==> config.mk <==
export PLATFORM = sky130hd
export DESIGN_NAME = polyblep_sawtooth_oscillator
export DESIGN_NICKNAME = d
export VERILOG_FILES = /design/src/hdl/psaw_pkg.sv /design/src/hdl/psaw_front.sv /design/src/hdl/psaw_queue.sv /design/src/hdl/psaw_back.sv /design/src/hdl/polyblep_sawtooth_oscillator.sv
export SDC_FILE = /design/constraint.sdc
export NUM_CORES = 2
export LEC_CHECK = 0
export BUFFER_PORTS_ARGS = -buffer_cell sky130_fd_sc_hd__clkbuf_2
export CORE_UTILIZATION = 40
export DETAILED_ROUTE_END_ITERATION = 16
export GPL_ROUTABILITY_DRIVEN = 0
export SYNTH_ARGS = -nofsm -noshare
export SYNTH_HDL_FRONTEND = slang
export SYNTH_SLANG_ARGS = --single-unit
==> constraint.sdc <==
create_clock -name clk -period 10 [get_ports clk]
set_clock_uncertainty 0.1 [all_clocks]
set_input_delay 0.5 -clock clk [delete_from_list [all_inputs] [get_ports clk]]
set_output_delay 0.5 -clock clk [all_outputs]
set_load 0.02 [all_outputs]
==> src/hdl/psaw_pkg.sv <==
// ----------------------------------------------------------------------------
// psaw_pkg
// Shared widths, codes and types for the PolyBLEP sawtooth oscillator.
// ----------------------------------------------------------------------------
package psaw_pkg;

  // Phase and sample formats
  localparam int PHASE_BITS  = 24;
  localparam int SAMPLE_BITS = 16;
  localparam int FRAC_BITS   = SAMPLE_BITS - 1;

  // Register widths
  localparam int INC_W   = 24;
  localparam int RECIP_W = 32;
  localparam int CFG_W   = 32;

  // Distance times reciprocal is scaled by 2^40; keep FRAC_BITS of fraction
  localparam int RECIP_SHIFT = 40 - FRAC_BITS;
  localparam int PROD_W      = PHASE_BITS + RECIP_W;
  localparam int XQ_W        = PROD_W - RECIP_SHIFT;
  localparam int SQ_W        = 2 * SAMPLE_BITS;

  // Register reset values
  localparam logic [INC_W-1:0]   INC_RESET   = INC_W'(65536);
  localparam logic [RECIP_W-1:0] RECIP_RESET = RECIP_W'(16777216);

  // Register indexes
  localparam logic REG_PHASE_INC = 1'b0;
  localparam logic REG_INC_RECIP = 1'b1;

  // Input commands
  localparam logic CMD_TICK = 1'b0;
  localparam logic CMD_LOAD = 1'b1;

  // Which side of the wrap the residual applies to
  typedef enum logic [1:0] {
    BLEP_NONE = 2'd0,
    BLEP_ADD  = 2'd1,
    BLEP_SUB  = 2'd2
  } blep_mode_t;

  // One classified tick, handed from front to back
  typedef struct packed {
    blep_mode_t                    mode;
    logic signed [SAMPLE_BITS-1:0] saw;
    logic [PHASE_BITS-1:0]         wrap_dist;
  } tick_rec_t;

endpackage

==> src/hdl/psaw_front.sv <==
// ----------------------------------------------------------------------------
// psaw_front
// Owns the phase accumulator: takes input beats, forms the naive saw and the
// distance to the wrap just passed, else to the one just ahead, and passes each tick on as a record.
// ----------------------------------------------------------------------------
module psaw_front (
  input  logic                               clk,
  input  logic                               rst_n,
  input  logic                               in_push,
  output logic                               in_full,
  input  logic                               in_command,
  input  logic [psaw_pkg::PHASE_BITS-1:0]    in_phase_value,
  input  logic [psaw_pkg::INC_W-1:0]         phase_inc,
  output logic                               rec_push,
  output psaw_pkg::tick_rec_t                rec_data,
  input  logic                               rec_full
);
  import psaw_pkg::*;

  logic [PHASE_BITS-1:0] phase_r, phase_nxt;
  logic [PHASE_BITS-1:0] inc;
  logic [PHASE_BITS:0]   dist_before;
  logic                  accept;
  logic                  win_after;
  logic                  win_before;

  assign inc     = PHASE_BITS'(phase_inc);
  assign in_full = rec_full;
  assign accept  = in_push & ~rec_full;

  // Window tests around the wrap
  assign dist_before = {1'b1, {PHASE_BITS{1'b0}}} - {1'b0, phase_r};
  assign win_after   = phase_r < inc;
  assign win_before  = dist_before < {1'b0, inc};

  // Classify the tick
  always_comb begin
    rec_data.saw = {~phase_r[PHASE_BITS-1], phase_r[PHASE_BITS-2 -: FRAC_BITS]};
    if (win_after) begin
      rec_data.mode      = BLEP_ADD;
      rec_data.wrap_dist = phase_r;
    end else if (win_before) begin
      rec_data.mode      = BLEP_SUB;
      rec_data.wrap_dist = dist_before[PHASE_BITS-1:0];
    end else begin
      rec_data.mode      = BLEP_NONE;
      rec_data.wrap_dist = phase_r;
    end
  end

  assign rec_push = accept & (in_command == CMD_TICK);

  // Phase update: load or advance
  always_comb begin
    phase_nxt = phase_r;
    if (accept) begin
      case (in_command)
        CMD_LOAD: phase_nxt = in_phase_value;
        default:  phase_nxt = phase_r + inc;
      endcase
    end
  end

  always_ff @(posedge clk) begin
    if (!rst_n) begin
      phase_r <= '0;
    end else begin
      phase_r <= phase_nxt;
    end
  end

endmodule

==> src/hdl/psaw_queue.sv <==
// ----------------------------------------------------------------------------
// psaw_queue
// Two-entry queue of tick records between the front and the back.
// ----------------------------------------------------------------------------
module psaw_queue (
  input  logic                clk,
  input  logic                rst_n,
  input  logic                push,
  input  psaw_pkg::tick_rec_t push_data,
  output logic                full,
  input  logic                pop,
  output psaw_pkg::tick_rec_t pop_data,
  output logic                empty
);
  import psaw_pkg::*;

  tick_rec_t  mem_r [2];
  logic       wr_ptr_r, wr_ptr_nxt;
  logic       rd_ptr_r, rd_ptr_nxt;
  logic [1:0] count_r, count_nxt;
  logic       do_push;
  logic       do_pop;

  assign full     = count_r == 2'd2;
  assign empty    = count_r == 2'd0;
  assign do_push  = push & ~full;
  assign do_pop   = pop & ~empty;
  assign pop_data = mem_r[rd_ptr_r];

  // Pointer and fill bookkeeping
  always_comb begin
    wr_ptr_nxt = do_push ? ~wr_ptr_r : wr_ptr_r;
    rd_ptr_nxt = do_pop ? ~rd_ptr_r : rd_ptr_r;
    count_nxt  = count_r + 2'(do_push) - 2'(do_pop);
  end

  always_ff @(posedge clk) begin
    if (!rst_n) begin
      wr_ptr_r <= 1'b0;
      rd_ptr_r <= 1'b0;
      count_r  <= 2'd0;
    end else begin
      wr_ptr_r <= wr_ptr_nxt;
      rd_ptr_r <= rd_ptr_nxt;
      count_r  <= count_nxt;
    end
  end

  // Entry storage
  always_ff @(posedge clk) begin
    if (do_push) begin
      mem_r[wr_ptr_r] <= push_data;
    end
  end

endmodule

==> src/hdl/psaw_back.sv <==
// ----------------------------------------------------------------------------
// psaw_back
// Works out the PolyBLEP residual for each tick record: multiply by the
// reciprocal, clamp, square, apply and saturate, then hold results in an
// output queue. Issue is credit based so the pipeline never stalls.
// ----------------------------------------------------------------------------
module psaw_back (
  input  logic                                clk,
  input  logic                                rst_n,
  input  logic [psaw_pkg::RECIP_W-1:0]        inc_recip,
  input  psaw_pkg::tick_rec_t                 rec_data,
  input  logic                                rec_empty,
  output logic                                rec_pop,
  output logic                                out_empty,
  input  logic                                out_pop,
  output logic signed [psaw_pkg::SAMPLE_BITS-1:0] out_sample_value
);
  import psaw_pkg::*;

  localparam logic [XQ_W-1:0]        ONE_XQ = XQ_W'(1) << FRAC_BITS;
  localparam logic [SAMPLE_BITS-1:0] ONE_U  = SAMPLE_BITS'(1) << FRAC_BITS;
  localparam logic signed [SAMPLE_BITS+1:0] SAT_HI = (SAMPLE_BITS+2)'(ONE_U) - 1'sd1;
  localparam logic signed [SAMPLE_BITS+1:0] SAT_LO = -(SAMPLE_BITS+2)'(ONE_U);

  // Stage 1: product of distance and reciprocal
  logic                          v1_r;
  blep_mode_t                    mode1_r;
  logic signed [SAMPLE_BITS-1:0] saw1_r;
  logic [PROD_W-1:0]             prod1_r;

  // Stage 2: square of one minus the normalised distance
  logic                          v2_r;
  blep_mode_t                    mode2_r;
  logic signed [SAMPLE_BITS-1:0] saw2_r;
  logic [SQ_W-1:0]               sq2_r;

  // Output queue
  logic signed [SAMPLE_BITS-1:0] oq_r [4];
  logic [1:0]                    oq_wr_r;
  logic [1:0]                    oq_rd_r;
  logic [2:0]                    oq_cnt_r, oq_cnt_nxt;

  logic [XQ_W-1:0]               xq;
  logic [SAMPLE_BITS-1:0]        u1;
  logic [SAMPLE_BITS-1:0]        mag;
  logic signed [SAMPLE_BITS+1:0] sum;
  logic signed [SAMPLE_BITS-1:0] res;
  logic [2:0]                    in_flight;
  logic                          do_pop_out;

  // Issue only when the output queue has room for everything in flight
  assign in_flight  = oq_cnt_r + 3'(v1_r) + 3'(v2_r);
  assign rec_pop    = ~rec_empty & (in_flight < 3'd4);
  assign out_empty  = oq_cnt_r == 3'd0;
  assign do_pop_out = out_pop & ~out_empty;
  assign out_sample_value = oq_r[oq_rd_r];

  // Normalised distance, clamped to one
  always_comb begin
    xq = prod1_r[PROD_W-1:RECIP_SHIFT];
    if (xq > ONE_XQ) begin
      u1 = '0;
    end else begin
      u1 = ONE_U - xq[SAMPLE_BITS-1:0];
    end
  end

  // Apply residual and saturate
  always_comb begin
    mag = sq2_r[FRAC_BITS +: SAMPLE_BITS];
    case (mode2_r)
      BLEP_ADD: sum = (SAMPLE_BITS+2)'(saw2_r) + $signed({2'b00, mag});
      BLEP_SUB: sum = (SAMPLE_BITS+2)'(saw2_r) - $signed({2'b00, mag});
      default:  sum = (SAMPLE_BITS+2)'(saw2_r);
    endcase
    if (sum > SAT_HI) begin
      res = SAT_HI[SAMPLE_BITS-1:0];
    end else if (sum < SAT_LO) begin
      res = SAT_LO[SAMPLE_BITS-1:0];
    end else begin
      res = sum[SAMPLE_BITS-1:0];
    end
  end

  assign oq_cnt_nxt = oq_cnt_r + 3'(v2_r) - 3'(do_pop_out);

  // Control state
  always_ff @(posedge clk) begin
    if (!rst_n) begin
      v1_r     <= 1'b0;
      v2_r     <= 1'b0;
      oq_wr_r  <= 2'd0;
      oq_rd_r  <= 2'd0;
      oq_cnt_r <= 3'd0;
    end else begin
      v1_r     <= rec_pop;
      v2_r     <= v1_r;
      oq_cnt_r <= oq_cnt_nxt;
      if (v2_r) begin
        oq_wr_r <= oq_wr_r + 2'd1;
      end
      if (do_pop_out) begin
        oq_rd_r <= oq_rd_r + 2'd1;
      end
    end
  end

  // Datapath registers
  always_ff @(posedge clk) begin
    mode1_r <= rec_data.mode;
    saw1_r  <= rec_data.saw;
    prod1_r <= PROD_W'(rec_data.wrap_dist) * PROD_W'(inc_recip);
    mode2_r <= mode1_r;
    saw2_r  <= saw1_r;
    sq2_r   <= SQ_W'(u1) * SQ_W'(u1);
    if (v2_r) begin
      oq_r[oq_wr_r] <= res;
    end
  end

endmodule

==> src/hdl/polyblep_sawtooth_oscillator.sv <==
// ----------------------------------------------------------------------------
// polyblep_sawtooth_oscillator
// Band-limited sawtooth oscillator with a PolyBLEP correction at the wrap.
// ----------------------------------------------------------------------------
// Takes one input beat a clock while in_full is low: a tick yields one Q1.15
// saturated sample, a load sets the phase and yields nothing. The front
// updates the phase in the cycle of acceptance and queues the tick; the back
// takes it when the output queue has room, runs a two-stage pipeline
// (reciprocal multiply, then the square), applies the residual and writes the
// sample out. Up to two ticks wait between front and back and up to four
// samples at the output; a stall holds the other side only once they fill.
// ----------------------------------------------------------------------------
module polyblep_sawtooth_oscillator (
  input  logic                                    clk,
  input  logic                                    rst_n,
  input  logic                                    in_push,
  output logic                                    in_full,
  input  logic                                    in_command,
  input  logic [psaw_pkg::PHASE_BITS-1:0]         in_phase_value,
  output logic                                    out_empty,
  input  logic                                    out_pop,
  output logic signed [psaw_pkg::SAMPLE_BITS-1:0] out_sample_value,
  input  logic                                    cfg_we,
  input  logic                                    cfg_index,
  input  logic [psaw_pkg::CFG_W-1:0]              cfg_data
);
  import psaw_pkg::*;

  logic [INC_W-1:0]   inc_r;
  logic [RECIP_W-1:0] recip_r;
  tick_rec_t          push_rec;
  tick_rec_t          pop_rec;
  logic               q_push;
  logic               q_full;
  logic               q_pop;
  logic               q_empty;

  // Configuration registers
  always_ff @(posedge clk) begin
    if (!rst_n) begin
      inc_r   <= INC_RESET;
      recip_r <= RECIP_RESET;
    end else if (cfg_we) begin
      case (cfg_index)
        REG_PHASE_INC: inc_r   <= cfg_data[INC_W-1:0];
        REG_INC_RECIP: recip_r <= cfg_data[RECIP_W-1:0];
        default:       ;
      endcase
    end
  end

  psaw_front u_front (
    .clk            (clk),
    .rst_n          (rst_n),
    .in_push        (in_push),
    .in_full        (in_full),
    .in_command     (in_command),
    .in_phase_value (in_phase_value),
    .phase_inc      (inc_r),
    .rec_push       (q_push),
    .rec_data       (push_rec),
    .rec_full       (q_full)
  );

  psaw_queue u_queue (
    .clk       (clk),
    .rst_n     (rst_n),
    .push      (q_push),
    .push_data (push_rec),
    .full      (q_full),
    .pop       (q_pop),
    .pop_data  (pop_rec),
    .empty     (q_empty)
  );

  psaw_back u_back (
    .clk              (clk),
    .rst_n            (rst_n),
    .inc_recip        (recip_r),
    .rec_data         (pop_rec),
    .rec_empty        (q_empty),
    .rec_pop          (q_pop),
    .out_empty        (out_empty),
    .out_pop          (out_pop),
    .out_sample_value (out_sample_value)
  );

endmodule
* Yosys cells after proc, flatten, opt, wreduce, memory -nomap -nowiden *
Memory sizes are Yosys's and may differ from the RTL's. A register that Yosys moved wholly into a read port is not among the register bits.
Index checks and enable logic that the tools add are counted.

operators by class
  $add $sub $neg = 13
  multiply operators = 2
  order comparisons = 6
  equality and inequality tests = 3
  mux-type cells = 17
  bitwise gates (word level) = 14
  reduce and logical (&&, ||, !) cells = 4

operators by type and width
  kind                    number
  $mux 24                 3
  $mul 24x32->56          1
  $mux 16                 3
  $pmux 18 s2             1
  $gt 31x16->1 const B    1
  $mul 16x16->31          1
  $lt 25x24->1            1
  $sub 25x24->25 const A  1
  $add 24x24->24          1
  $lt 24x24->1            1
  $add 16x17->18          1
  $gt 18x16->1 const B    1
  $lt 18x16->1 const B    1
  $sub 16x17->18          1
  $sub 16x16->16 const A  1
  $add 3x1->3             3
  $mux 2                  4
  $not 1->1               8
  $and 1x1->1             6
  $mux 1                  6
  $add 2x1->2 const B     2
  $eq 2x2->1 const B      2
  $reduce_and 2->1        2
  $logic_not 3->1         1
  other kinds (6)         6

word-level totals
  register bits = 216
  RAM bits = 148
  input bits = 63
  logic and storage cells = 78
  memories kept = 2

memory list
  memory         depth  width  rd ports  clocked after memory_dff  wr ports  line              source
  u_queue.mem_r  2      42     1         1                         1         psaw_queue.sv:17  tick_rec_t mem_r [2];
  u_back.oq_r    4      16     1         1                         1         psaw_back.sv:38   logic signed [SAMPLE_BITS-1:0] oq_r [4];

* Logic depth before layout (Yosys ltp) *
  depth after elaboration = 7
  gate-level depth with buffers = 33
  mapped depth without buffers = 31

* Hierarchy *
A second synthesis with hierarchy kept.

unflattened totals
  cells, all modules = 4986
  area, all modules = 47077.7 µm²

by module, submodules not included
  module                        times used  cells an instance  area an instance (µm²)  sequential area each (µm²)
  psaw_back                     1           4035               37198.2                 3803.6
  psaw_front                    1           571                4232.8                  480.5
  psaw_queue                    1           158                3470.8                  2622.5
  polyblep_sawtooth_oscillator  1           222                2175.8                  1121.1

* Worst setup path after synthesis *
OpenSTA, ideal clock, no wires.

  kind = register to register
  start point = reg u_back.prod1_r[25]
  end point = reg u_back.sq2_r[30]
  setup time = 0.121 ns
  arrival time = 7.476 ns
  path slack = 2.303 ns
  stages on the path, launching flop included = 33
  buffers on the path = 4
  period minus slack after synthesis = 7.697 ns
  cells stage by stage = dfxtp_1 -> clkbuf_1 -> inv_1 -> ha_1 -> nor4b_1 -> nand4_1 -> a21oi_1 -> clkbuf_1 -> and2_1 -> clkbuf_1 -> inv_1 -> clkbuf_1 -> nor2_1 -> fa_1 -> fa_1 -> inv_1 -> fa_1 -> inv_1 -> fa_1 -> fa_1 -> inv_1 -> fa_1 -> inv_1 -> ha_1 -> a21oi_1 -> o21bai_1 -> a2111o_1 -> a31oi_1 -> a31oi_1 -> o22a_1 -> a21oi_1 -> o21ai_0 -> xnor2_1

between the ends
  longest elaborated chain between the ends = 3
  elaborated cells between the ends (all ways) = 4
  classes of those cells = 1 x add/sub; 1 x mul; 1 x order compare; 1 x mux

RTL lines
  what                                            line                              source
  start: declaration                              psaw_back.sv:29                   logic [PROD_W-1:0] prod1_r;
  start signal: assignment                        psaw_back.sv:112                  prod1_r <= PROD_W'(rec_data.wrap_dist) * PROD_W'(inc_recip);
  $gt 31x16->1 or $sub 16x16->16 (tied branches)  psaw_back.sv:61, psaw_back.sv:64
  $mux 16 *                                       psaw_back.sv:61                   if (xq > ONE_XQ) begin
  $mul 16x16->31 *                                psaw_back.sv:115                  sq2_r <= SQ_W'(u1) * SQ_W'(u1);
  end signal: assignment                          psaw_back.sv:115
  end: declaration                                psaw_back.sv:35                   logic [SQ_W-1:0] sq2_r;

Every way passes the cells marked *; elsewhere a longest branch is shown, timed or not.
A chain may end at the register's enable or synchronous reset.

==> results.txt <==
GR peak layer: met2
met1 Use GR: 28.9%
vias in the first global route: 34500
Synth Instances: 4909
Die Area: 0.116 mm2
CTS resizes: 0
Synth Flop Type: dfxtp_1
post-place setup slack: 0.584 ns
worst-margin pin slew: 1.12 ns
Worst Reg-to-Reg Cells: 24
Sequential Area: 0.00803 mm2
first-pass GRT wire length: 190000 um
initial antenna violation count: 1
post-synthesis register bit count: 327
GR Layer Usage met2: 33.9%
Max IR drop VDD: 0.280 mV
Vias per Instance: 5.09
H-tree Lvls: 2
Port Buffers: 80
post-route clock period utilization: 95.5%
Internal: 5.60 mW
Fmax: 105 MHz
cts hold-fix bufs: 1
Mapped Area: 0.0459 mm2
Post-Route WL: 118000 um
hold endpoint: recip_r[29]
Pwr Total: 11.3 mW
fillers: 11100
worst-case clock buffer depth: 3
number of synthesized flops with an enable pin: 148
Initial Util: 40.6%
final instance area: 0.0491 mm2
num rows: 123
Final Hold Fails: 0
PD cells: 231 mW/mm2
Initial DRC Count: 2042
Logic pwr share: 69.2%
mean post-synth cell area: 9.35 um2
most common cell after layout, fill and taps aside: inv_1
vias: 32500
HP Class: input pin to flop
setup bufs post-CTS: 0
Multi-input gate area: 0.0333 mm2
wire length per cell: 18.4 um
Post-DRT Antenna Nets: 0
final setup margin: 0.454 ns
Placed Area: 0.0478 mm2
synthesis-to-layout area growth: 6.97%
layout cells sized above 1: 5.50%
leakage dissipation: 23.9 nW
setup TNS: 0 ns
Setup crit start kind: flop
CTS buffer count: 38
post-synthesis sequential area ratio: 17.5%
fin nets: 6115
share of synthesized registers carrying an async set or reset: 0%
Post-Syn Nets: 6165
CP max FO: 32
GRT Total Usage: 20.7%
Pre-Repair DR Iteration Count: 5
DP Wirelength: 91900 um
Worst slew margin: 25.4%
switch share: 50.6%
Crit Path Class: flop to flop
Hold Startpoint: cfg_data[29]
Psw: 5.73 mW
Sequential Power Share: 17.7%
Max Cap Viol: 0
Worst Path Required: 10.36 ns
CTS tree: yes
post-layout minimum cycle time: 9.55 ns
r2r setup slk: 0.45 ns
clock root cell: clkbuf_16
most frequent cells in the layout: 1017 x inv_1, 822 x fa_1, 805 x nand2_1, 371 x ha_1, 180 x and2_1
Final setup viols: 0
core area: 0.113 mm2
clock-pin slew on the worst setup and hold paths: 0.06 ns
CP arrival: 9.91 ns
worst skew pair latency: 0.59 ns
hold path depth: 3
IO Count: 81
routing usage on met3: 3.06%
distinct cell type count after synthesis: 76
reg-to-reg endpoint: u_back.prod1_r[46]
die height: 341 um
Worst setup EP type: flop
Clock power frac: 13.1%
Final Max Slew Viols: 0
# DRC: 0
Antenna Cells: 0
clk sink count: 327
Ys Warns: 0
status: completed
die width: 341 um
unrepaired setup endpoints after global routing: no
largest net degree at the start of global routing: 106
GR Overflow Total: 0
-- area by class of cell --
class	count	area share, %
clock buffer	51	2.16
clock inverter	19	0.578
inverter	1018	7.78
multi-input combinational	3343	67.7
sequential	327	16.3
tap	1500	3.82
timing repair buffer	131	1.59
-- per-layer routing --
layer  vias to the layer above  part of all wire [%]
li1                      14900                     -
met3                       175                   6.4
met4                         0                   2.4
met1                     16500                    45
met5                         -                     0
met2                       929                    46
-- power by group through the flow --
stage	Combinational (mW)	Clock (mW)	Sequential, mW
floorplan	5.57	0	1.92
global placement	7.68	0	2.03
detailed placement	7.77	0	2.03
CTS	7.82	1.52	2.01
global route	8.80	1.58	2.03
finish	7.84	1.48	2.01
-- critical path, cell delays in order (launching register included) --
cell,delay (ns)
dfxtp_2,0.91
mux2_2,0.92
nand2_1,0.22
fa_1,0.58
inv_1,0.06
fa_1,0.50
fa_1,0.49
inv_1,0.05
fa_1,0.51
inv_1,0.06
fa_1,0.49
fa_1,0.50
inv_1,0.05
fa_1,0.51
inv_1,0.06
ha_1,0.39
nand2_1,0.16
nor3_1,0.52
nand4_1,0.19
a21oi_1,0.57
o21ai_0,0.33
a311oi_1,0.65
a22o_1,0.31
a21oi_1,0.10
xnor2_1,0.13
-- worst max path at each step --
stage                  startpoint            endpoint  slack [ns]  depth (start not counted)
2_1_floorplan  u_back.prod1_r[25]    u_back.sq2_r[30]        2.30                         32
3_3_place_gp                 flop  u_back.prod1_r[52]        0.71                         24
3_5_place_dp                 flop  u_back.prod1_r[52]        0.58                         24
4_1_cts                      flop  u_back.prod1_r[52]        0.52                         24
5_1_grt                      flop  u_back.prod1_r[46]        0.06                         24
6_report                     flop  u_back.prod1_r[46]        0.45                         24
-- state kept, by name, summed over array words and instances (netlist names), named ones only --
register / cells
u_back.mode2_r: 2
u_back.oq_wr_r: 2
u_queue.count_r: 2
u_back.v1_r: 1
u_queue.wr_ptr_r: 1
u_back.oq_r: 64
u_back.oq_cnt_r: 3
u_back.prod1_r: 31
u_back.v2_r: 1
u_back.sq2_r: 16
u_queue.rd_ptr_r: 1
u_queue.mem_r: 84
u_front.phase_r: 24
recip_r: 32
inc_r: 24
u_back.mode1_r: 2
u_back.saw2_r: 16
u_back.saw1_r: 16
u_back.oq_rd_r: 2
-- cell families (layout without fill, tap and decap cells) --
| group | after synthesis | in the layout | synth area share (%) |
|---|---|---|---|
| xor gates and xnor gates | 173 | 173 | 3.30 |
| AOI/OAI and AO/OA | 462 | 462 | 6.53 |
| muxes | 69 | 69 | 2.05 |
| DFF | 327 | 327 | 17.5 |
| buffers and inverters | 1239 | 1219 | 10.2 |
| adders and majority gates | 1193 | 1193 | 46.0 |
| and+or+nand+nor | 1446 | 1446 | 14.5 |
-- metrics by stage --
step | util, % | cells | hold WS, ns
6_report | 43.4 | 6389 | 0.0462
5_1_grt | 43.4 | 6389 | 0.0544
4_1_cts | 43.4 | 6389 | 0.0239
3_5_place_dp | 42.2 | 6318 | 0.212
3_3_place_gp | 42.2 | 6317 | 0.212
2_1_floorplan | - | 4909 | 0.210
-- cells in the mapped netlist, types with 5 or more instances --
cell type / instances / area, um2
a2111oi_0: 8 / 70.1
a211o_1: 6 / 52.6
a211oi_1: 10 / 75.1
a21boi_0: 66 / 495
a21o_1: 49 / 368
a21oi_1: 125 / 626
a31oi_1: 17 / 106
and2_1: 180 / 1130
and3_1: 25 / 156
buf_1: 5 / 18.8
clkbuf_1: 210 / 788
dfxtp_1: 179 / 3580
edfxtp_1: 148 / 4440
fa_1: 822 / 16500
ha_1: 371 / 4640
inv_1: 1017 / 3820
mux2_2: 40 / 450
mux2i_1: 12 / 120
mux4_2: 16 / 360
nand2_1: 805 / 3020
nand2b_1: 31 / 194
nand3_1: 39 / 195
nand3b_1: 5 / 37.5
nand4_1: 22 / 138
nor2_1: 140 / 526
nor2b_1: 107 / 669
nor3_1: 38 / 190
nor3b_1: 5 / 37.5
nor4_1: 16 / 100
o211ai_1: 23 / 173
o21a_1: 11 / 82.6
o21ai_0: 84 / 420
o21bai_1: 15 / 113
or3_1: 13 / 81.3
or4_1: 6 / 45.0
xnor2_1: 114 / 998
xor2_1: 59 / 517
(Power assumes the default switching activity.)
